$ cat config.mk
export PLATFORM = sky130hd
export DESIGN_NAME = resp_packet_value_parser_flat
export DESIGN_NICKNAME = d
export VERILOG_FILES = /design/src/rpvp_pkg.sv /design/src/rpvp_if.sv /design/src/rpvp_front.sv /design/src/rpvp_queue.sv /design/src/rpvp_back.sv /design/src/resp_packet_value_parser.sv /design/src/flat_wrapper.sv
export VERILOG_INCLUDE_DIRS = /design/src /design/src/src
export SDC_FILE = /design/constraint.sdc
export NUM_CORES = 1
export LEC_CHECK = 0
export BUFFER_PORTS_ARGS = -buffer_cell sky130_fd_sc_hd__buf_4
export CAP_MARGIN = 20
export CORE_MARGIN = 8
export CORE_UTILIZATION = 50
export CTS_CLUSTER_DIAMETER = 40
export DETAILED_ROUTE_END_ITERATION = 12
export PLACE_DENSITY = 0.71
export SYNTH_ARGS = -nofsm -noshare
export SYNTH_HDL_FRONTEND = slang
export SYNTH_SLANG_ARGS = --single-unit
$ cat constraint.sdc
create_clock -name clk -period 12.9 [get_ports clk]
set_input_delay 2.58 -clock clk [delete_from_list [all_inputs] [get_ports clk]]
set_output_delay 2.58 -clock clk [all_outputs]
set_load 0.01 [all_outputs]
$ cat src/assert_macros.svh
// Assertion helpers used by resp_packet_value_parser.sv.
`ifndef ASSERT_MACROS_SVH
`define ASSERT_MACROS_SVH

`ifndef ASSERT_OFF

// Check a property on every rising clock edge outside reset.
`define RPVP_ASSERT(lbl, clk_s, rst_s, prop, msg) \
    lbl: assert property (@(posedge clk_s) disable iff (!rst_s) (prop)) else $error(msg);

// Check that a condition implies a consequence in the same cycle.
`define RPVP_ASSERT_IMPL(lbl, clk_s, rst_s, ante, cons, msg) \
    lbl: assert property (@(posedge clk_s) disable iff (!rst_s) (ante) |-> (cons)) \
        else $error(msg);

`else

`define RPVP_ASSERT(lbl, clk_s, rst_s, prop, msg)
`define RPVP_ASSERT_IMPL(lbl, clk_s, rst_s, ante, cons, msg)

`endif

`endif

$ cat src/rpvp_pkg.sv
package rpvp_pkg;

    localparam int QueueDepth = 4;

    localparam logic [3:0][7:0] MagicTag = {8'h50, 8'h53, 8'h45, 8'h52};

    localparam logic [2:0] HeaderLast = 3'd5;
    localparam logic [2:0] TagBytes   = 3'd4;

    localparam logic [1:0] KIND_VALUE  = 2'd0;
    localparam logic [1:0] KIND_MARKER = 2'd1;
    localparam logic [1:0] KIND_STATUS = 2'd2;

    localparam logic [1:0] ST_OK         = 2'd0;
    localparam logic [1:0] ST_BAD_HEADER = 2'd1;
    localparam logic [1:0] ST_ZERO_COUNT = 2'd2;
    localparam logic [1:0] ST_TRUNCATED  = 2'd3;

    typedef enum logic [2:0] {
        PH_HEADER = 3'd0,
        PH_COUNT  = 3'd1,
        PH_WORD   = 3'd2,
        PH_DONE   = 3'd3,
        PH_SKIP   = 3'd4
    } phase_t;

    typedef struct packed {
        logic        main_valid;
        logic        main_marker;
        logic [31:0] value_bits;
        logic [7:0]  group_number;
        logic [7:0]  value_number;
        logic        status_valid;
        logic [1:0]  packet_status;
    } entry_t;

endpackage

$ cat src/rpvp_if.sv
interface rpvp_byte_if;
    logic       valid;
    logic       ready;
    logic [7:0] data_byte;
    logic       last_byte;

    modport source (output valid, output data_byte, output last_byte, input ready);
    modport sink   (input valid, input data_byte, input last_byte, output ready);
endinterface

interface rpvp_result_if;
    logic        valid;
    logic        ready;
    logic [1:0]  result_kind;
    logic [31:0] value_bits;
    logic [7:0]  group_number;
    logic [7:0]  value_number;
    logic [1:0]  packet_status;
    logic        run_end;

    modport source (output valid, output result_kind, output value_bits,
                    output group_number, output value_number,
                    output packet_status, output run_end, input ready);
    modport sink   (input valid, input result_kind, input value_bits,
                    input group_number, input value_number,
                    input packet_status, input run_end, output ready);
endinterface

$ cat src/rpvp_front.sv
module rpvp_front (
    input  logic            clk,
    input  logic            rst_n,
    rpvp_byte_if.sink       byte_in,
    input  logic            q_ready,
    output logic            push_valid,
    output rpvp_pkg::entry_t push_entry
);
    import rpvp_pkg::*;

    phase_t      phase_reg, phase_next;
    logic [2:0]  pos_reg, pos_next;
    logic [7:0]  gt_reg, gt_next;
    logic [7:0]  gc_reg, gc_next;
    logic [7:0]  vl_reg, vl_next;
    logic [7:0]  vc_reg, vc_next;
    logic [1:0]  wb_reg, wb_next;
    logic [23:0] wa_reg, wa_next;
    logic [1:0]  err_reg, err_next;

    logic [7:0] b;
    logic [7:0] gc_inc;
    logic [7:0] vl_dec;
    logic       accept;
    entry_t     entry;

    assign b       = byte_in.data_byte;
    assign gc_inc  = gc_reg + 8'd1;
    assign vl_dec  = vl_reg - 8'd1;
    assign accept  = byte_in.valid && byte_in.ready;
    assign byte_in.ready = q_ready;

    always_comb
    begin
        phase_next = phase_reg;
        pos_next   = pos_reg;
        gt_next    = gt_reg;
        gc_next    = gc_reg;
        vl_next    = vl_reg;
        vc_next    = vc_reg;
        wb_next    = wb_reg;
        wa_next    = wa_reg;
        err_next   = err_reg;
        entry      = '0;

        unique case (phase_reg)
            PH_HEADER:
            begin
                if (pos_reg < TagBytes && b != MagicTag[pos_reg[1:0]] && err_reg == ST_OK)
                begin
                    err_next = ST_BAD_HEADER;
                end
                if (pos_reg >= HeaderLast)
                begin
                    if (err_reg != ST_OK)
                    begin
                        phase_next = PH_SKIP;
                    end
                    else if (b == 8'd0)
                    begin
                        err_next   = ST_ZERO_COUNT;
                        phase_next = PH_SKIP;
                    end
                    else
                    begin
                        gt_next    = b;
                        gc_next    = 8'd0;
                        phase_next = PH_COUNT;
                    end
                end
                else
                begin
                    pos_next = pos_reg + 3'd1;
                end
            end
            PH_COUNT:
            begin
                vl_next = b;
                vc_next = 8'd0;
                wb_next = 2'd0;
                wa_next = 24'd0;
                if (b == 8'd0)
                begin
                    entry.main_valid   = 1'b1;
                    entry.main_marker  = 1'b1;
                    entry.group_number = gc_reg;
                    gc_next    = gc_inc;
                    phase_next = (gc_inc == gt_reg) ? PH_DONE : PH_COUNT;
                end
                else
                begin
                    phase_next = PH_WORD;
                end
            end
            PH_WORD:
            begin
                if (wb_reg != 2'd3)
                begin
                    unique case (wb_reg)
                        2'd0:    wa_next[7:0]   = b;
                        2'd1:    wa_next[15:8]  = b;
                        default: wa_next[23:16] = b;
                    endcase
                    wb_next = wb_reg + 2'd1;
                end
                else
                begin
                    entry.main_valid   = 1'b1;
                    entry.value_bits   = {b, wa_reg};
                    entry.group_number = gc_reg;
                    entry.value_number = vc_reg;
                    wa_next = 24'd0;
                    wb_next = 2'd0;
                    vc_next = vc_reg + 8'd1;
                    vl_next = vl_dec;
                    if (vl_dec == 8'd0)
                    begin
                        gc_next    = gc_inc;
                        phase_next = (gc_inc == gt_reg) ? PH_DONE : PH_COUNT;
                    end
                end
            end
            default:
            begin
            end
        endcase

        if (byte_in.last_byte)
        begin
            entry.status_valid = 1'b1;
            priority if (err_next != ST_OK)
                entry.packet_status = err_next;
            else if (phase_next == PH_HEADER)
                entry.packet_status = ST_BAD_HEADER;
            else if (phase_next == PH_DONE)
                entry.packet_status = ST_OK;
            else
                entry.packet_status = ST_TRUNCATED;
            phase_next = PH_HEADER;
            pos_next   = 3'd0;
            gt_next    = 8'd0;
            gc_next    = 8'd0;
            vl_next    = 8'd0;
            vc_next    = 8'd0;
            wb_next    = 2'd0;
            wa_next    = 24'd0;
            err_next   = ST_OK;
        end
    end

    assign push_valid = accept && (entry.main_valid || entry.status_valid);
    assign push_entry = entry;

    always_ff @(posedge clk or negedge rst_n)
    begin
        if (!rst_n)
        begin
            phase_reg <= PH_HEADER;
            pos_reg   <= 3'd0;
            gt_reg    <= 8'd0;
            gc_reg    <= 8'd0;
            vl_reg    <= 8'd0;
            vc_reg    <= 8'd0;
            wb_reg    <= 2'd0;
            wa_reg    <= 24'd0;
            err_reg   <= ST_OK;
        end
        else if (accept)
        begin
            phase_reg <= phase_next;
            pos_reg   <= pos_next;
            gt_reg    <= gt_next;
            gc_reg    <= gc_next;
            vl_reg    <= vl_next;
            vc_reg    <= vc_next;
            wb_reg    <= wb_next;
            wa_reg    <= wa_next;
            err_reg   <= err_next;
        end
    end

endmodule

$ cat src/rpvp_queue.sv
module rpvp_queue #(
    parameter int DEPTH = rpvp_pkg::QueueDepth
) (
    input  logic                           clk,
    input  logic                           rst_n,
    input  logic                           push_valid,
    input  rpvp_pkg::entry_t               push_entry,
    output logic                           not_full,
    input  logic                           pop,
    output logic                           head_valid,
    output rpvp_pkg::entry_t               head_entry,
    output logic [$clog2(DEPTH + 1) - 1:0] count
);
    import rpvp_pkg::*;

    localparam int PtrW   = (DEPTH > 1) ? $clog2(DEPTH) : 1;
    localparam int CountW = $clog2(DEPTH + 1);

    entry_t            mem_reg [DEPTH];
    logic [PtrW-1:0]   wr_ptr_reg, wr_ptr_next;
    logic [PtrW-1:0]   rd_ptr_reg, rd_ptr_next;
    logic [CountW-1:0] count_reg, count_next;
    logic              do_push;
    logic              do_pop;

    assign not_full   = count_reg != CountW'(DEPTH);
    assign head_valid = count_reg != '0;
    assign head_entry = mem_reg[rd_ptr_reg];
    assign count      = count_reg;
    assign do_push    = push_valid && not_full;
    assign do_pop     = pop && head_valid;

    always_comb
    begin
        wr_ptr_next = wr_ptr_reg;
        rd_ptr_next = rd_ptr_reg;
        count_next  = count_reg;
        if (do_push)
        begin
            wr_ptr_next = (wr_ptr_reg == PtrW'(DEPTH - 1)) ? '0 : wr_ptr_reg + PtrW'(1);
        end
        if (do_pop)
        begin
            rd_ptr_next = (rd_ptr_reg == PtrW'(DEPTH - 1)) ? '0 : rd_ptr_reg + PtrW'(1);
        end
        if (do_push && !do_pop)
        begin
            count_next = count_reg + CountW'(1);
        end
        else if (do_pop && !do_push)
        begin
            count_next = count_reg - CountW'(1);
        end
    end

    always_ff @(posedge clk)
    begin
        if (do_push)
        begin
            mem_reg[wr_ptr_reg] <= push_entry;
        end
    end

    always_ff @(posedge clk or negedge rst_n)
    begin
        if (!rst_n)
        begin
            wr_ptr_reg <= '0;
            rd_ptr_reg <= '0;
            count_reg  <= '0;
        end
        else
        begin
            wr_ptr_reg <= wr_ptr_next;
            rd_ptr_reg <= rd_ptr_next;
            count_reg  <= count_next;
        end
    end

endmodule

$ cat src/rpvp_back.sv
module rpvp_back (
    input  logic             clk,
    input  logic             rst_n,
    input  logic             head_valid,
    input  rpvp_pkg::entry_t head_entry,
    output logic             pop,
    rpvp_result_if.source    result_out
);
    import rpvp_pkg::*;

    logic        out_valid_reg, out_valid_next;
    logic        half_reg, half_next;
    logic [1:0]  kind_reg;
    logic [31:0] bits_reg;
    logic [7:0]  grp_reg;
    logic [7:0]  val_reg;
    logic [1:0]  st_reg;
    logic        run_end_reg;

    logic        load;
    logic        main_part;
    logic        last_part;

    assign load      = head_valid && (!out_valid_reg || result_out.ready);
    assign main_part = head_entry.main_valid && !half_reg;
    assign last_part = !main_part || !head_entry.status_valid;
    assign pop       = load && last_part;

    always_comb
    begin
        half_next      = half_reg;
        out_valid_next = out_valid_reg;
        if (load)
        begin
            half_next      = !last_part;
            out_valid_next = 1'b1;
        end
        else if (result_out.ready)
        begin
            out_valid_next = 1'b0;
        end
    end

    always_ff @(posedge clk or negedge rst_n)
    begin
        if (!rst_n)
        begin
            out_valid_reg <= 1'b0;
            half_reg      <= 1'b0;
        end
        else
        begin
            out_valid_reg <= out_valid_next;
            half_reg      <= half_next;
        end
    end

    always_ff @(posedge clk)
    begin
        if (load)
        begin
            run_end_reg <= last_part;
            if (main_part)
            begin
                kind_reg <= head_entry.main_marker ? KIND_MARKER : KIND_VALUE;
                bits_reg <= head_entry.value_bits;
                grp_reg  <= head_entry.group_number;
                val_reg  <= head_entry.value_number;
                st_reg   <= ST_OK;
            end
            else
            begin
                kind_reg <= KIND_STATUS;
                bits_reg <= 32'd0;
                grp_reg  <= 8'd0;
                val_reg  <= 8'd0;
                st_reg   <= head_entry.packet_status;
            end
        end
    end

    assign result_out.valid         = out_valid_reg;
    assign result_out.result_kind   = kind_reg;
    assign result_out.value_bits    = bits_reg;
    assign result_out.group_number  = grp_reg;
    assign result_out.value_number  = val_reg;
    assign result_out.packet_status = st_reg;
    assign result_out.run_end       = run_end_reg;

endmodule

$ cat src/resp_packet_value_parser.sv
// Reply datagram parser: bytes in on byte_in, one transaction per byte,
// last_byte set on the final byte of a datagram. Results out on result_out:
// value words (raw float bits with group and value index), empty group
// markers, and one packet status per datagram on its final byte.
// run_end marks the last result caused by one input byte; a byte causes
// at most two results (a value or marker, then the status).
// A result passes through the queue and then the output register.
// Throughput: one byte per cycle while the queue is not full; the output
// register issues one result per cycle while the receiver is ready, so a
// byte with two results holds it for both. The queue (QUEUE_DEPTH entries)
// stores both results of a byte in one entry, popped after the last.
// Reset clears the parser state, the queue and the output register; the
// next byte is taken as byte 0 of a datagram.
// When the receiver stalls, results wait in the output register and the
// queue; byte_in.ready drops once the queue is full and rises as it drains.
// Consumers discard every result of a datagram whose status is not ok.
`include "assert_macros.svh"

module resp_packet_value_parser #(
    parameter int QUEUE_DEPTH = rpvp_pkg::QueueDepth
) (
    input  logic          clk,
    input  logic          rst_n,
    rpvp_byte_if.sink     byte_in,
    rpvp_result_if.source result_out
);
    import rpvp_pkg::*;

    localparam int CountW = $clog2(QUEUE_DEPTH + 1);

    logic              q_ready;
    logic              push_valid;
    entry_t            push_entry;
    logic              pop;
    logic              head_valid;
    entry_t            head_entry;
    logic [CountW-1:0] q_count;

    rpvp_front u_front (
        .clk        (clk),
        .rst_n      (rst_n),
        .byte_in    (byte_in),
        .q_ready    (q_ready),
        .push_valid (push_valid),
        .push_entry (push_entry)
    );

    rpvp_queue #(
        .DEPTH (QUEUE_DEPTH)
    ) u_queue (
        .clk        (clk),
        .rst_n      (rst_n),
        .push_valid (push_valid),
        .push_entry (push_entry),
        .not_full   (q_ready),
        .pop        (pop),
        .head_valid (head_valid),
        .head_entry (head_entry),
        .count      (q_count)
    );

    rpvp_back u_back (
        .clk        (clk),
        .rst_n      (rst_n),
        .head_valid (head_valid),
        .head_entry (head_entry),
        .pop        (pop),
        .result_out (result_out)
    );

    `RPVP_ASSERT(a_status_follows, clk, rst_n,
        result_out.valid && result_out.ready && !result_out.run_end |=>
            result_out.valid && result_out.result_kind == KIND_STATUS,
        "status does not follow a non-final result")
    `RPVP_ASSERT(a_count_bound, clk, rst_n, q_count <= CountW'(QUEUE_DEPTH),
        "queue count exceeds depth")
    `RPVP_ASSERT(a_ready_full, clk, rst_n,
        byte_in.ready == (q_count != CountW'(QUEUE_DEPTH)),
        "input ready disagrees with queue fill")
    `RPVP_ASSERT_IMPL(a_status_shape, clk, rst_n,
        result_out.valid && result_out.result_kind == KIND_STATUS,
        result_out.run_end && result_out.value_bits == 32'd0,
        "status transaction malformed")

endmodule
$ cat src/flat_wrapper.sv
// flat-port wrapper written by rule: the top's interface ports become plain ports
module resp_packet_value_parser_flat import rpvp_pkg::*;
#(
    parameter int QUEUE_DEPTH = rpvp_pkg::QueueDepth
)
  (clk, rst_n, byte_in_valid, byte_in_data_byte, byte_in_last_byte, byte_in_ready, result_out_valid, result_out_result_kind, result_out_value_bits, result_out_group_number, result_out_value_number, result_out_packet_status, result_out_run_end, result_out_ready);
  rpvp_byte_if byte_in_i ();
  rpvp_result_if result_out_i ();
  input  logic clk;
  input  logic rst_n;
  input wire logic [$bits(byte_in_i.valid)-1:0] byte_in_valid;
  input wire logic [$bits(byte_in_i.data_byte)-1:0] byte_in_data_byte;
  input wire logic [$bits(byte_in_i.last_byte)-1:0] byte_in_last_byte;
  output wire logic [$bits(byte_in_i.ready)-1:0] byte_in_ready;
  output wire logic [$bits(result_out_i.valid)-1:0] result_out_valid;
  output wire logic [$bits(result_out_i.result_kind)-1:0] result_out_result_kind;
  output wire logic [$bits(result_out_i.value_bits)-1:0] result_out_value_bits;
  output wire logic [$bits(result_out_i.group_number)-1:0] result_out_group_number;
  output wire logic [$bits(result_out_i.value_number)-1:0] result_out_value_number;
  output wire logic [$bits(result_out_i.packet_status)-1:0] result_out_packet_status;
  output wire logic [$bits(result_out_i.run_end)-1:0] result_out_run_end;
  input wire logic [$bits(result_out_i.ready)-1:0] result_out_ready;
  assign byte_in_i.valid = byte_in_valid;
  assign byte_in_i.data_byte = byte_in_data_byte;
  assign byte_in_i.last_byte = byte_in_last_byte;
  assign byte_in_ready = byte_in_i.ready;
  assign result_out_valid = result_out_i.valid;
  assign result_out_result_kind = result_out_i.result_kind;
  assign result_out_value_bits = result_out_i.value_bits;
  assign result_out_group_number = result_out_i.group_number;
  assign result_out_value_number = result_out_i.value_number;
  assign result_out_packet_status = result_out_i.packet_status;
  assign result_out_run_end = result_out_i.run_end;
  assign result_out_i.ready = result_out_ready;
  resp_packet_value_parser #(.QUEUE_DEPTH(QUEUE_DEPTH)) u_core (.clk(clk), .rst_n(rst_n), .byte_in(byte_in_i), .result_out(result_out_i));
endmodule
# After elaboration in Yosys (flattened, before gate mapping)
# Memories as Yosys holds them, arrays and structs flattened.
# Index checks and enable logic that the tools add are counted.
[word_totals]
regBits = 128
ramBits = 212
input_bits = 13
out_inout_bits = 55
word_cells = 170
memories = 1
[memory_table]
columns = ["name", "words", "word_bits", "rd", "rd_clocked_by_memory_dff", "wr", "line", "text"]
rows = [
  ["u_core.u_queue.mem_reg", 4, 53, 1, 0, 1, "rpvp_queue.sv:19", "entry_t mem_reg [DEPTH];"],
]
[op_classes]
addsub = 9
magnitude_cmp = 3
eq_ne = 21
n_mux = 69
reduce_logical = 45
[ops]
columns = ["op", "count"]
rows = [
  ["$mux W8", 21],
  ["$mux W24", 2],
  ["$mux W48", 1],
  ["$pmux W24 S2", 1],
  ["$pmux W8 S2", 3],
  ["$mux W3", 12],
  ["$mux W2", 16],
  ["$mux W32", 1],
  ["$pmux W8 S3", 1],
  ["$ne A3 B3 Y1 const B", 6],
  ["$add A8 B1 Y8 const B", 2],
  ["$bmux W8 S2", 1],
  ["$logic_not A8 Y1", 2],
  ["$reduce_and A3 Y1", 5],
  ["$reduce_bool A2 Y1", 6],
  ["$logic_and A1 B1 Y1", 11],
  ["$pmux W3 S3", 1],
  ["$eq A8 B8 Y1", 1],
  ["$ne A2 B2 Y1 const B", 4],
  ["$ne A4 B3 Y1 const B", 2],
  ["$ne A8 B8 Y1", 1],
  ["$sub A8 B1 Y8 const B", 1],
  ["$logic_not A1 Y1", 7],
  ["$mux W1", 7],
  ["other kinds (22)", 32],
]

# Logic depth before layout (Yosys ltp)
# Gate-level depths: netlist (run 1).
[logic_depth]
ltp_word = 20
mapped_depth = 12
depth_no_buf = 11

# By module
# Synthesis (run 1) repeated with hierarchy kept, for this count alone.
[hier_totals]
hier_cells = 904
area_unflattened_um2 = 14269.9
[by_module_without_submodules]
columns = ["mod", "n_inst", "cells_per_inst", "area_per_inst_um2", "seq_area_each_um2"]
rows = [
  ["rpvp_queue", 1, 313, 8071.5, 6541.3],
  ["rpvp_front", 1, 469, 4001.3, 1651.6],
  ["rpvp_back", 1, 122, 2197.1, 1641.6],
]

# Worst setup path before layout (run 1)
# Ideal clock, no wire load.
[synth_timing]
path_kind = "input to register"
start = "input port result_out_ready"
end = "register u_core.u_queue.count_reg[1], in the netlist u_core.u_queue.count[1]"
setup_time_ns = 0.125
arrival_ns = 6.869
t_required_ns = 12.775
setup_slack_ns = 5.906
stages = 7
path_buffers = 0
cell_sequence = "inv_1 -> a21oi_1 -> nand2_1 -> ha_1 -> inv_1 -> fa_1 -> mux2_2"
[synth_via]
elab_chain_cells = 7
word_cells_on_any_way = 9
cone_classes = "1 x mux; 8 x reduce/logical"
[synth_lines]
columns = ["element", "line", "text"]
rows = [
  ["start, declared", "flat_wrapper.sv:22", "input wire logic [$bits(result_out_i.ready)-1:0] result_out_ready;"],
  ["$logic_or A1 B1 Y1", "rpvp_back.sv:24", "assign load = head_valid && (!out_valid_reg || result_out.ready);"],
  ["$logic_and A1 B1 Y1", "rpvp_back.sv:24", ""],
  ["net u_core.u_back.load", "rpvp_back.sv:20", "logic load;"],
  ["$logic_and A1 B1 Y1", "rpvp_back.sv:27", "assign pop = load && last_part;"],
  ["$logic_and A1 B1 Y1", "rpvp_queue.sv:31", "assign do_pop = pop && head_valid;"],
  ["$logic_not A1 Y1", "rpvp_queue.sv:46", "if (do_push && !do_pop)"],
  ["$logic_and A1 B1 Y1", "rpvp_queue.sv:46", ""],
  ["$mux W3", "rpvp_queue.sv:46", ""],
  ["net u_core.u_queue.count_next[1]", "rpvp_queue.sv:22", "logic [CountW-1:0] count_reg, count_next;"],
  ["end signal, assigned", "rpvp_queue.sv:76", "count_reg <= count_next;"],
  ["end, declared", "rpvp_queue.sv:22", ""],
]
# The timed path passes the listed nets, and every way through them passes these cells.
# A chain may end at the register's enable or synchronous reset.

# Final worst setup path (run 1)
[layout_timing]
start = "input port byte_in_data_byte[1]"
end = "memory u_core.u_queue.mem_reg[1][20] in the netlist's numbering (enable)"
[layout_via]
elab_chain_cells = 8
[layout_lines]
columns = ["element", "line", "text"]
rows = [
  ["start, declared", "flat_wrapper.sv:12", "input wire logic [$bits(byte_in_i.data_byte)-1:0] byte_in_data_byte;"],
  ["$logic_not A8 Y1", "rpvp_front.sv:82", "if (b == 8'd0)"],
  ["$mux W2", "rpvp_front.sv:82", ""],
  ["$pmux W1 S2", "rpvp_front.sv:46", "unique case (phase_reg)"],
  ["$logic_or A1 B1 Y1", "rpvp_front.sv:151", "assign push_valid = accept && (entry.main_valid || entry.status_valid);"],
  ["$logic_and A1 B1 Y1", "rpvp_front.sv:151", ""],
  ["$logic_and A1 B1 Y1", "rpvp_queue.sv:30", "assign do_push = push_valid && not_full;"],
  ["net u_core.u_queue.do_push", "rpvp_queue.sv:23", "logic do_push;"],
  ["$mux W1", "rpvp_queue.sv:58", "if (do_push)"],
  ["$mux W1 (implied by the code)", "rpvp_queue.sv:60", "mem_reg[wr_ptr_reg] <= push_entry;"],
  ["end, declared", "rpvp_queue.sv:19", ""],
]
# The timed path passes the listed nets, and every way through them passes these cells.

==> metrics.log, run 1 <==
INFO  metric synth-seq-area-share = 69.9%
INFO  metric synthesis.area_per_instance = 15.7 sq um
INFO  metric synth.mux.area_fraction = 9.10%
INFO  metric worst_slew_pin_slew = 963 ps
INFO  metric synth.cells.most_frequent = sky130_fd_sc_hd__edfxtp_1, sky130_fd_sc_hd__and3_1, sky130_fd_sc_hd__dfrtp_1
INFO  metric count_of_different_cell_masters_after_synthesis = 67
INFO  metric postSynthRegisterBits = 340
INFO  metric rsz0062_at_grt = false
INFO  metric finish.net_count = 1000
INFO  metric num_rows = 61
INFO  metric hold_violations = 0
INFO  metric timing.final.ws_setup = 7860 ps
INFO  metric post_cts_repair_setup_buffers = 0
INFO  metric clock_transition_at_the_registers_of_the_reported_paths = 60 ps
INFO  metric first_global_vias = 8174
INFO  metric crit_path_end_kind = flip-flop
INFO  metric total_power_divided_by_cell_area = 226 mW/mm^2
INFO  metric leading_cell_type_by_number_of_instances_after_synthesis = sky130_fd_sc_hd__edfxtp_1
INFO  metric r2r-start = u_core.u_front.phase_reg[0]$_DFFE_PN0P_
INFO  metric setup-tns-final = 0 ps
INFO  metric critical_path_class = in2reg
INFO  metric clk_path_buf_depth = 3
INFO  metric first_pass_grt_wire_length = 46000 microns
INFO  metric slew-limit-headroom = 35.3%
INFO  metric regArea = 0.00984 sq mm
INFO  metric finClkSkew = 16.3 ps
INFO  metric cts_inserted_buffers = 42
INFO  metric cp.arrival = 5170 ps
INFO  metric number_of_resized_instances_in_the_post_cts_repair_step = 0
INFO  metric power.switching_fraction = 29.8%
INFO  metric die-height = 184 microns
INFO  metric grt_max_degree = 76
INFO  metric worstHoldPathCells = 2
INFO  metric synth_cells = 898
INFO  metric cts_tree = built
INFO  metric drt_drc_violations_left = 0
INFO  metric clock.fmax = 199 MHz
INFO  metric finalSetupViolations = 0
INFO  metric static-leakage-power = 6.34 nW
INFO  metric holdCritStartpoint = u_core.u_front.wa_reg[20]$_DFFE_PN0P_
INFO  metric worstPathMaxFanout = 53
INFO  metric floorplan.die_area = 0.0338 sq mm
INFO  metric multi_input_area = 0.00398 sq mm
INFO  metric synth-edff-count = 265
INFO  metric r2r_setup_slack = 9570 ps
INFO  metric starting_density_of_the_core = 50.6%
INFO  metric final_antenna_net_count = 0
INFO  metric dr_total_vias = 7931
INFO  metric dieWidth = 184 microns
INFO  metric grt_remaining_overflow = 0
INFO  metric yosysWarningCount = 0
INFO  metric largest_register_ffs = 212
INFO  metric drtPass1Iterations = 5
INFO  metric post-place-ws = 7360 ps
INFO  metric min-delay-path-class = reg2reg
INFO  metric combinational_power_share = 26.5%
INFO  metric p_seq_share = 41.4%
INFO  metric cts_hold_buffers = 0
INFO  metric power_report.internal_total = 0.00260 W
INFO  metric max-vdd-ir-drop = 145 uV
INFO  metric synth_top_family_by_area = simple AND/OR/NAND/NOR gates
INFO  metric reg2regPathDepth = 6
INFO  metric avgRoutedWirePerCell = 20.8 microns
INFO  metric clock_sinks = 340
INFO  metric outcome = finished, final reports clean
INFO  metric routabilityCongestion = 0.899
INFO  metric drive_gt1_share = 22.6%
INFO  metric dp.final_hpwl = 17700 microns
INFO  metric dr.first_iter.drc_count = 725
INFO  metric report.power.total = 0.00371 W
INFO  metric port_buffers = 67
INFO  metric yosysTopAreaCellShare = 56.6%
INFO  metric synth-main-ff-cell = sky130_fd_sc_hd__edfxtp_1
INFO  metric post_synth_and_or_nand_nor_area_fraction = 10.4%
INFO  metric power_switching = 0.00111 W
INFO  metric area.growth.synth_to_final = 16.8%
INFO  metric synth_compound_gate_area_share = 5.83%
INFO  metric placeableCoreArea = 0.0278 sq mm
INFO  metric clk-insertion-delay-late = 530 ps
INFO  metric cap_violations = 0
INFO  metric n_fill_cell = 2135
INFO  metric postSynth.asyncResetShare = 22.1%
INFO  metric gr_util_all_layers = 17.4%
INFO  metric timing.final.crit_period = 5040 ps
INFO  metric synth_nets = 928
INFO  metric clock-root-buffer = sky130_fd_sc_hd__clkbuf_16
INFO  metric synth-adder-area-share = 1.57%
INFO  metric slew_viol_final = 0
INFO  metric synthesis.area = 0.0141 sq mm
INFO  metric clock_power_share = 32.0%
INFO  metric htree_num_levels = 2
INFO  metric holdPathEnd = u_core.u_front.wa_reg[20]$_DFFE_PN0P_
INFO  metric r2r-end = u_core.u_queue.mem_reg[1][20]$_DFFE_PP_
INFO  metric critPathRequiredTime = 13040 ps
INFO  metric ios = 68
INFO  metric vias_per_cell = 5.74
INFO  metric synth_top_cell_by_area = sky130_fd_sc_hd__edfxtp_1
INFO  metric total_wire_length = 28800 microns
INFO  metric timing.critical_path.from_type = primary input
INFO  metric antenna_found_initial = 0
INFO  metric period_share = 39.0%
INFO  metric synth_xor_area_share = 1.24%
INFO  metric synth_top_cells_by_area = sky130_fd_sc_hd__edfxtp_1, sky130_fd_sc_hd__dfrtp_1, sky130_fd_sc_hd__mux4_2, sky130_fd_sc_hd__and3_1, sky130_fd_sc_hd__o21ai_0
worst max-delay path by stage:
stage | startpoint | to | slack (ps)
6_report | byte_in_data_byte[1] | u_core.u_queue.mem_reg[1][20]$_DFFE_PP_ | 7860
5_1_grt | byte_in_data_byte[1] | u_core.u_queue.count[2]$_DFFE_PN0P_ | 7670
3_3_place_gp | byte_in_data_byte[1] | u_core.u_queue.mem_reg[1][30]$_DFFE_PP_ | 7400
4_1_cts | byte_in_data_byte[1] | u_core.u_queue.mem_reg[1][41]$_DFFE_PP_ | 7890
2_1_floorplan | result_out_ready | u_core.u_queue.count[1]$_DFFE_PN0P_ | 5910
3_5_place_dp | byte_in_data_byte[1] | u_core.u_queue.count[2]$_DFFE_PN0P_ | 7360
metrics by stage:
| stage | std cells | instance area, sq um | hold slack (ps) | util [%] |
|---|---|---|---|---|
| after global routing | 1381 | 16400 | 510 | 59.1 |
| after detailed placement | 1302 | 14900 | 465 | 53.8 |
| after CTS | 1379 | 16400 | 477 | 58.9 |
| after global placement | 1302 | 14900 | 453 | 53.8 |
| final | 1382 | 16400 | 474 | 59.1 |
| after floorplan | 898 | 14100 | 438 | - |
power groups by stage:
stage	clock [W]	sequential, W	combinational (W)
2_1_floorplan	0	0.00157	0.000636
3_3_place_gp	0	0.00155	0.000976
3_5_place_dp	0	0.00156	0.000992
4_1_cts	0.00121	0.00154	0.000998
5_1_grt	0.00125	0.00156	0.00109
6_report	0.00119	0.00154	0.000984
kinds of logic after synthesis:
group           Yosys count
xor+xnor                 20
compound gates          128
mux                      61
simple gates            263
flops                   340
buf+inv                  69
fa+ha+maj                17
placed cells by master, fill, tap and decap left out, types with 8 or more instances in the layout:
cell type / netlist / routed
sky130_fd_sc_hd__edfxtp_1: 265 / 265
sky130_fd_sc_hd__and3_1: 97 / 97
sky130_fd_sc_hd__buf_4: 1 / 76
sky130_fd_sc_hd__dfrtp_1: 75 / 73
sky130_fd_sc_hd__nand2_1: 55 / 55
sky130_fd_sc_hd__o21ai_0: 55 / 55
sky130_fd_sc_hd__mux4_2: 53 / 53
sky130_fd_sc_hd__clkbuf_16: 0 / 43
sky130_fd_sc_hd__nor2_1: 27 / 27
sky130_fd_sc_hd__inv_1: 19 / 19
sky130_fd_sc_hd__a21oi_1: 19 / 18
sky130_fd_sc_hd__nor3_1: 16 / 16
sky130_fd_sc_hd__ha_1: 16 / 16
sky130_fd_sc_hd__nand3_1: 15 / 15
sky130_fd_sc_hd__xnor2_1: 11 / 11
sky130_fd_sc_hd__xor2_1: 9 / 9
sky130_fd_sc_hd__a22o_1: 9 / 9
sky130_fd_sc_hd__nor2b_1: 8 / 8
critical path, cell delays in order:
cell	delay, ps
sky130_fd_sc_hd__buf_4	140
sky130_fd_sc_hd__or4_4	540
sky130_fd_sc_hd__nor3_2	250
sky130_fd_sc_hd__and3_1	300
sky130_fd_sc_hd__nor2_1	170
sky130_fd_sc_hd__a21oi_2	320
sky130_fd_sc_hd__and2_2	200
sky130_fd_sc_hd__buf_4	640
metal layers:
metal | share of wire [%] | vias up | global-route usage [%]
li1 | - | 3632 | -
met1 | 44 | 4001 | 23.8
met2 | 47 | 241 | 27.7
met3 | 5.6 | 57 | 3.26
met4 | 2.6 | 0 | 5.74
met5 | 0 | - | 0
cell type report:
cell class                      count  area share (%)
Multi-Input combinational cell    489            24.2
Sequential cell                   340            59.9
Timing Repair Buffer               78            3.81
Antenna cell                        1          0.0152
Inverter                           19           0.434
Clock inverter                     28            2.06
Clock buffer                       49            6.69
Tap cell                          378            2.88
Power figures use the tool's default switching activity.
==> run 2: changes to the inputs <==
==> constraint.sdc (replaced) <==
create_clock -name clk -period 5.05 [get_ports clk]
set_input_delay 1.01 -clock clk [delete_from_list [all_inputs] [get_ports clk]]
set_output_delay 1.01 -clock clk [all_outputs]
set_load 0.01 [all_outputs]
==> run 2 against run 1 <==
Effect of this change: clock-buffer cell count stayed put; global-route usage is 0.56 points lower; die area stayed put; total power grew to 2.6 times the previous value; worst hold slack worse by 0.61 ps; via count is 0.96% lower; clock power grew to 2.7 times the previous value; clock skew is 22 ps higher.
==> metrics.log, run 2 (synthesis gave the netlist of run 1 again) <==
INFO  metric dpl_cell_area = 0.0150 sq mm
INFO  metric total_wire_length = 28100 microns
INFO  metric power_switching = 0.00277 W
INFO  metric worstHoldPathCells = 2
INFO  metric crit_path_end_kind = flip-flop
INFO  metric num_rows = 61
INFO  metric worst_slew_pin_slew = 987 ps
INFO  metric timing.final.ws_setup = 1560 ps
INFO  metric finalSetupViolations = 0
INFO  metric r2r-end = u_core.u_queue.mem_reg[3][34]$_DFFE_PP_
INFO  metric drive_gt1_share = 22.5%
INFO  metric total_power_divided_by_cell_area = 580 mW/mm^2
INFO  metric htree_num_levels = 2
INFO  metric finClkSkew = 38.1 ps
INFO  metric slew-limit-headroom = 34.2%
INFO  metric regArea = 0.00984 sq mm
INFO  metric power_report.internal_total = 0.00682 W
INFO  metric finalCoreUtilization = 59.5%
INFO  metric hold_violations = 0
INFO  metric layout_commonest_cell = sky130_fd_sc_hd__edfxtp_1
INFO  metric period_share = 69.1%
INFO  metric finish.net_count = 1000
INFO  metric grt_remaining_overflow = 0
INFO  metric worstPathMaxFanout = 19
INFO  metric cp.arrival = 3680 ps
INFO  metric post-place-ws = 1020 ps
INFO  metric placeableCoreArea = 0.0278 sq mm
INFO  metric dp.final_hpwl = 17700 microns
INFO  metric dr_total_vias = 7855
INFO  metric ios = 68
INFO  metric p_seq_share = 40.9%
INFO  metric r2r-start = u_core.u_front.phase_reg[0]$_DFFE_PN0P_
INFO  metric clock_power_share = 33.1%
INFO  metric dieWidth = 184 microns
INFO  metric holdCritStartpoint = u_core.u_front.wa_reg[4]$_DFFE_PN0P_
INFO  metric holdPathEnd = u_core.u_front.wa_reg[4]$_DFFE_PN0P_
INFO  metric number_of_resized_instances_in_the_post_cts_repair_step = 0
INFO  metric vias_per_cell = 5.69
INFO  metric reg2regPathDepth = 6
INFO  metric multi_input_area = 0.00398 sq mm
INFO  metric cts_tree = built
INFO  metric static-leakage-power = 6.38 nW
INFO  metric avgRoutedWirePerCell = 20.4 microns
INFO  metric clock-root-buffer = sky130_fd_sc_hd__clkbuf_16
INFO  metric port_buffers = 67
INFO  metric clk_path_buf_depth = 3
INFO  metric gr_util_all_layers = 16.8%
INFO  metric first_global_vias = 7919
INFO  metric area.growth.synth_to_final = 17.5%
INFO  metric final_antenna_net_count = 0
INFO  metric timing.final.crit_period = 3490 ps
INFO  metric fin_area = 0.0165 sq mm
INFO  metric cts_inserted_buffers = 41
INFO  metric setup-tns-final = 0 ps
INFO  metric dr.first_iter.drc_count = 681
INFO  metric clk-insertion-delay-late = 540 ps
INFO  metric critPathRequiredTime = 5240 ps
INFO  metric post_cts_repair_setup_buffers = 0
INFO  metric r2r_setup_slack = 1700 ps
INFO  metric largest_register_ffs = 212
INFO  metric rsz0062_at_grt = false
INFO  metric drt_drc_violations_left = 0
INFO  metric starting_density_of_the_core = 50.6%
INFO  metric combinational_power_share = 26.0%
INFO  metric floorplan.die_area = 0.0338 sq mm
INFO  metric clock_sinks = 340
INFO  metric critical_path.startpoint = byte_in_data_byte[1]
INFO  metric cts_hold_buffers = 0
INFO  metric cap_violations = 0
INFO  metric clock_transition_at_the_registers_of_the_reported_paths = 60 ps
INFO  metric routabilityCongestion = 0.879
INFO  metric timing.critical_path.from_type = primary input
INFO  metric slew_viol_final = 0
INFO  metric min-delay-path-class = reg2reg
INFO  metric antennaDiodeCount = 0
INFO  metric critical_path_class = in2reg
INFO  metric outcome = finished, final reports clean
INFO  metric antenna_found_initial = 0
INFO  metric drtPass1Iterations = 5
INFO  metric max-vdd-ir-drop = 369 uV
INFO  metric power.switching_fraction = 28.9%
INFO  metric n_fill_cell = 2114
INFO  metric die-height = 184 microns
INFO  metric first_pass_grt_wire_length = 44200 microns
INFO  metric grt_max_degree = 76
INFO  metric clock.fmax = 287 MHz
INFO  metric most-common-layout-cells = sky130_fd_sc_hd__edfxtp_1, sky130_fd_sc_hd__and3_1, sky130_fd_sc_hd__buf_4
-- run 2: cell count changes in the layout (fill, tap and decap cells not counted), sizes merged --
cell,before,now
buf,78,79
bufinv,5,8
clkinv,10,13
clkinvlp,3,1
diode,1,0
inv,29,24
-- run 2: how the worst max path moves through the flow --
stage	end	slack (ps)	cells after the start
floorplan	u_core.u_queue.mem_reg[0][0]$_DFFE_PP_	960	6
global placement	u_core.u_queue.mem_reg[3][34]$_DFFE_PP_	1080	8
detailed placement	u_core.u_queue.mem_reg[1][28]$_DFFE_PP_	1020	8
CTS	u_core.u_queue.mem_reg[1][24]$_DFFE_PP_	1570	8
global route	u_core.u_queue.count[2]$_DFFE_PN0P_	1370	12
finish	u_core.u_queue.mem_reg[3][34]$_DFFE_PP_	1560	8
-- run 2: area by class of cell --
| type | count | area share, % |
|---|---|---|
| Sequential cell | 340 | 59.5 |
| Clock inverter | 27 | 2.39 |
| Clock buffer | 49 | 6.77 |
| Tap cell | 378 | 2.86 |
| Multi-Input combinational cell | 489 | 24.1 |
| Timing Repair Buffer | 79 | 3.94 |
| Inverter | 19 | 0.432 |
-- run 2: power by group through the flow --
stage               Sequential [W]  Clock (W)  Combinational [W]
floorplan                  0.00402          0            0.00162
global route               0.00398    0.00333            0.00274
CTS                        0.00392    0.00323            0.00252
finish                     0.00392    0.00317            0.00250
global placement           0.00396          0            0.00249
detailed placement         0.00397          0            0.00250
-- run 2: metal layers --
metal	global-route usage (%)	wire, microns	up-vias
li1	-	-	3625
met1	23.0	12500	3931
met2	26.9	13400	246
met3	3.48	1590	53
met4	5.16	626	0
met5	0	0	-
-- run 2: per-stage QoR --
| step | hold WS, ps | power, W | std cells |
|---|---|---|---|
| floorplan | 438 | 0.00564 | 898 |
| global placement | 454 | 0.00645 | 1304 |
| detailed placement | 463 | 0.00648 | 1304 |
| CTS | 477 | 0.00967 | 1380 |
| global route | 500 | 0.0101 | 1381 |
| finish | 474 | 0.00958 | 1381 |
-- run 2: critical path: stages --
cell	delay, ps
sky130_fd_sc_hd__buf_4	140
sky130_fd_sc_hd__or4_4	550
sky130_fd_sc_hd__nor3_2	240
sky130_fd_sc_hd__and3_1	310
sky130_fd_sc_hd__nor2_1	170
sky130_fd_sc_hd__a21oi_2	310
sky130_fd_sc_hd__and2_2	540
sky130_fd_sc_hd__buf_4	400
==> run 3: changes to the inputs <==
--- a/config.mk
+++ b/config.mk
@@ -12,7 +12,7 @@
 export CORE_UTILIZATION = 50
 export CTS_CLUSTER_DIAMETER = 40
 export DETAILED_ROUTE_END_ITERATION = 12
-export PLACE_DENSITY = 0.71
+export PLACE_DENSITY = 0.74
 export SYNTH_ARGS = -nofsm -noshare
 export SYNTH_HDL_FRONTEND = slang
 export SYNTH_SLANG_ARGS = --single-unit
==> constraint.sdc (replaced) <==
create_clock -name clk -period 2.8 [get_ports clk]
set_input_delay 0.56 -clock clk [delete_from_list [all_inputs] [get_ports clk]]
set_output_delay 0.56 -clock clk [all_outputs]
set_load 0.01 [all_outputs]
==> run 3 against run 2 <==
Effect of this change: clock-buffer cell count is 1 higher; core utilization is 1.2 points higher; non-clock buffer count is 49 higher; worst setup slack worse by 1400 ps; cell area is 2.0% higher; clock skew is 15 ps lower; largest power group unchanged.
==> metrics.log, run 3 (synthesis gave the netlist of run 1 again) <==
INFO  metric die-height = 184 microns
INFO  metric clock-root-buffer = sky130_fd_sc_hd__clkbuf_16
INFO  metric cts_inserted_buffers = 40
INFO  metric dpl_cell_area = 0.0155 sq mm
INFO  metric dieWidth = 184 microns
INFO  metric grt_remaining_overflow = 0
INFO  metric ios = 68
INFO  metric power_switching = 0.00509 W
INFO  metric globalRouteMet3Util = 3.14%
INFO  metric hold_violations = 0
INFO  metric largest_register_ffs = 212
INFO  metric cp.arrival = 3010 ps
INFO  metric min-delay-path-class = in2async
INFO  metric total_wire_length = 28800 microns
INFO  metric final_antenna_net_count = 0
INFO  metric drtPass1Iterations = 5
INFO  metric port_buffers = 67
INFO  metric dp.final_hpwl = 19100 microns
INFO  metric timing.critical_path.from_type = flip-flop
INFO  metric antenna_found_initial = 0
INFO  metric drive_gt1_share = 26.8%
INFO  metric total_power_divided_by_cell_area = 1000 mW/mm^2
INFO  metric report.power.total = 0.0169 W
INFO  metric groute.layer.met1.usage = 23.1%
INFO  metric critPathRequiredTime = 3200 ps
INFO  metric starting_density_of_the_core = 50.6%
INFO  metric p_seq_share = 41.6%
INFO  metric clk_path_buf_depth = 3
INFO  metric placeableCoreArea = 0.0278 sq mm
INFO  metric first_global_vias = 8228
INFO  metric reg2regPathDepth = 9
INFO  metric grt_max_degree = 55
INFO  metric cts_hold_buffers = 0
INFO  metric finClkSkew = 23.1 ps
INFO  metric most-common-layout-cells = sky130_fd_sc_hd__edfxtp_1, sky130_fd_sc_hd__buf_4, sky130_fd_sc_hd__and3_1
INFO  metric slew_viol_final = 0
INFO  metric gr_util_all_layers = 17.2%
INFO  metric drt_drc_violations_left = 0
INFO  metric worst_slew_pin_slew = 932 ps
INFO  metric htree_num_levels = 2
INFO  metric clock.fmax = 383 MHz
INFO  metric finalSetupViolations = 0
INFO  metric r2r_setup_slack = 190 ps
INFO  metric r2r-end = u_core.u_front.gc_reg[2]$_DFFE_PN0P_
INFO  metric timing.final.crit_period = 2610 ps
INFO  metric area.growth.synth_to_final = 19.8%
INFO  metric finalHoldWorstSlack = 59.1 ps
INFO  metric avgRoutedWirePerCell = 20.2 microns
INFO  metric power_report.internal_total = 0.0118 W
INFO  metric floorplan.die_area = 0.0338 sq mm
INFO  metric first_pass_grt_wire_length = 45600 microns
INFO  metric layout_commonest_cell = sky130_fd_sc_hd__edfxtp_1
INFO  metric n_fill_cell = 2027
INFO  metric crit_path_end_kind = flip-flop
INFO  metric routabilityCongestion = 0.912
INFO  metric post-place-ws = -94.0 ps
INFO  metric static-leakage-power = 6.57 nW
INFO  metric rsz0062_at_grt = false
INFO  metric finalCoreUtilization = 60.7%
INFO  metric power.switching_fraction = 30.1%
INFO  metric r2r-start = u_core.u_front.vl_reg[0]$_DFFE_PN0P_
INFO  metric critical_path_class = reg2reg
INFO  metric vias_per_cell = 5.70
INFO  metric grt.busiest_layer = met2
INFO  metric slew-limit-headroom = 37.4%
INFO  metric combinational_power_share = 28.6%
INFO  metric globalRouteMet2Util = 28.5%
INFO  metric critical_path.startpoint = u_core.u_front.vl_reg[0]$_DFFE_PN0P_
INFO  metric clk-insertion-delay-late = 530 ps
INFO  metric regArea = 0.00984 sq mm
INFO  metric clock_transition_at_the_registers_of_the_reported_paths = 60 ps
INFO  metric clock_power_share = 29.8%
INFO  metric multi_input_area = 0.00404 sq mm
INFO  metric fin_area = 0.0169 sq mm
INFO  metric dr.first_iter.drc_count = 616
INFO  metric clock_sinks = 340
INFO  metric outcome = finished, final reports clean
INFO  metric period_share = 93.4%
INFO  metric dr_total_vias = 8144
INFO  metric max-vdd-ir-drop = 425 uV
INFO  metric num_rows = 61
INFO  metric setup.worst_path.end = u_core.u_front.gc_reg[2]$_DFFE_PN0P_
INFO  metric antennaDiodeCount = 0
INFO  metric worstPathMaxFanout = 6
INFO  metric cts_tree = built
INFO  metric finish.net_count = 1048
INFO  metric cap_violations = 0
INFO  metric timing.final.ws_setup = 186 ps
-- run 3: worst min path at each step --
stage	start	endpoint	slack [ps]	cells past startpoint
2_1_floorplan	rst_n	u_core.u_back.half_reg$_DFFE_PN0P_	260	0
3_3_place_gp	u_core.u_front.wa_reg[3]$_DFFE_PN0P_	u_core.u_front.wa_reg[3]$_DFFE_PN0P_	460	2
3_5_place_dp	u_core.u_front.wa_reg[1]$_DFFE_PN0P_	u_core.u_front.wa_reg[1]$_DFFE_PN0P_	460	2
4_1_cts	rst_n	u_core.u_front.gc_reg[3]$_DFFE_PN0P_	60	1
5_1_grt	rst_n	u_core.u_front.gc_reg[3]$_DFFE_PN0P_	90	1
6_report	rst_n	u_core.u_front.gc_reg[3]$_DFFE_PN0P_	60	1
-- run 3: per-layer routing --
metal,vias up,routed length (microns)
met5,-,0
met1,4125,12700
li1,3723,-
met4,0,590
met2,242,13900
met3,54,1590
-- run 3: critical path: stages, from the launching register on --
cell and delay, ps:
sky130_fd_sc_hd__dfrtp_1 380, sky130_fd_sc_hd__inv_1 80, sky130_fd_sc_hd__ha_1 250, sky130_fd_sc_hd__nand2b_4 80, sky130_fd_sc_hd__o41a_1 380, sky130_fd_sc_hd__o41ai_4 390, sky130_fd_sc_hd__buf_4 180, sky130_fd_sc_hd__a31oi_1 100
sky130_fd_sc_hd__or2_1 320, sky130_fd_sc_hd__a211o_1 320
-- run 3: area by class of cell --
cell class                      instances  area share (%)
Sequential cell                       340            58.4
Multi-Input combinational cell        489            24.0
Clock inverter                         24            1.34
Clock buffer                           50            6.49
Inverter                               19           0.497
Tap cell                              378            2.81
Timing Repair Buffer                  128            6.52
-- run 3: power groups by stage --
stage          Combinational, W  Clock [W]  Sequential [W]
2_1_floorplan           0.00299          0         0.00722
3_3_place_gp            0.00478          0         0.00709
3_5_place_dp            0.00485          0         0.00714
4_1_cts                 0.00487    0.00513         0.00704
5_1_grt                 0.00528    0.00533         0.00714
6_report                0.00482    0.00503         0.00704
-- run 3: timing repair --
| item | 4_1_cts | 5_1_grt |
|---|---|---|
| buffers inserted | 0 | 1 |
| resized for setup | 0 | 2 |
| endpoints found under the setup margin | 0 | 16 |
-- run 3: metrics by stage --
stage / instances / TNS, ps
2_1_floorplan: 898 / -80.5
3_3_place_gp: 1353 / -97.9
3_5_place_dp: 1353 / -443
4_1_cts: 1427 / 0
5_1_grt: 1428 / 0
6_report: 1428 / 0
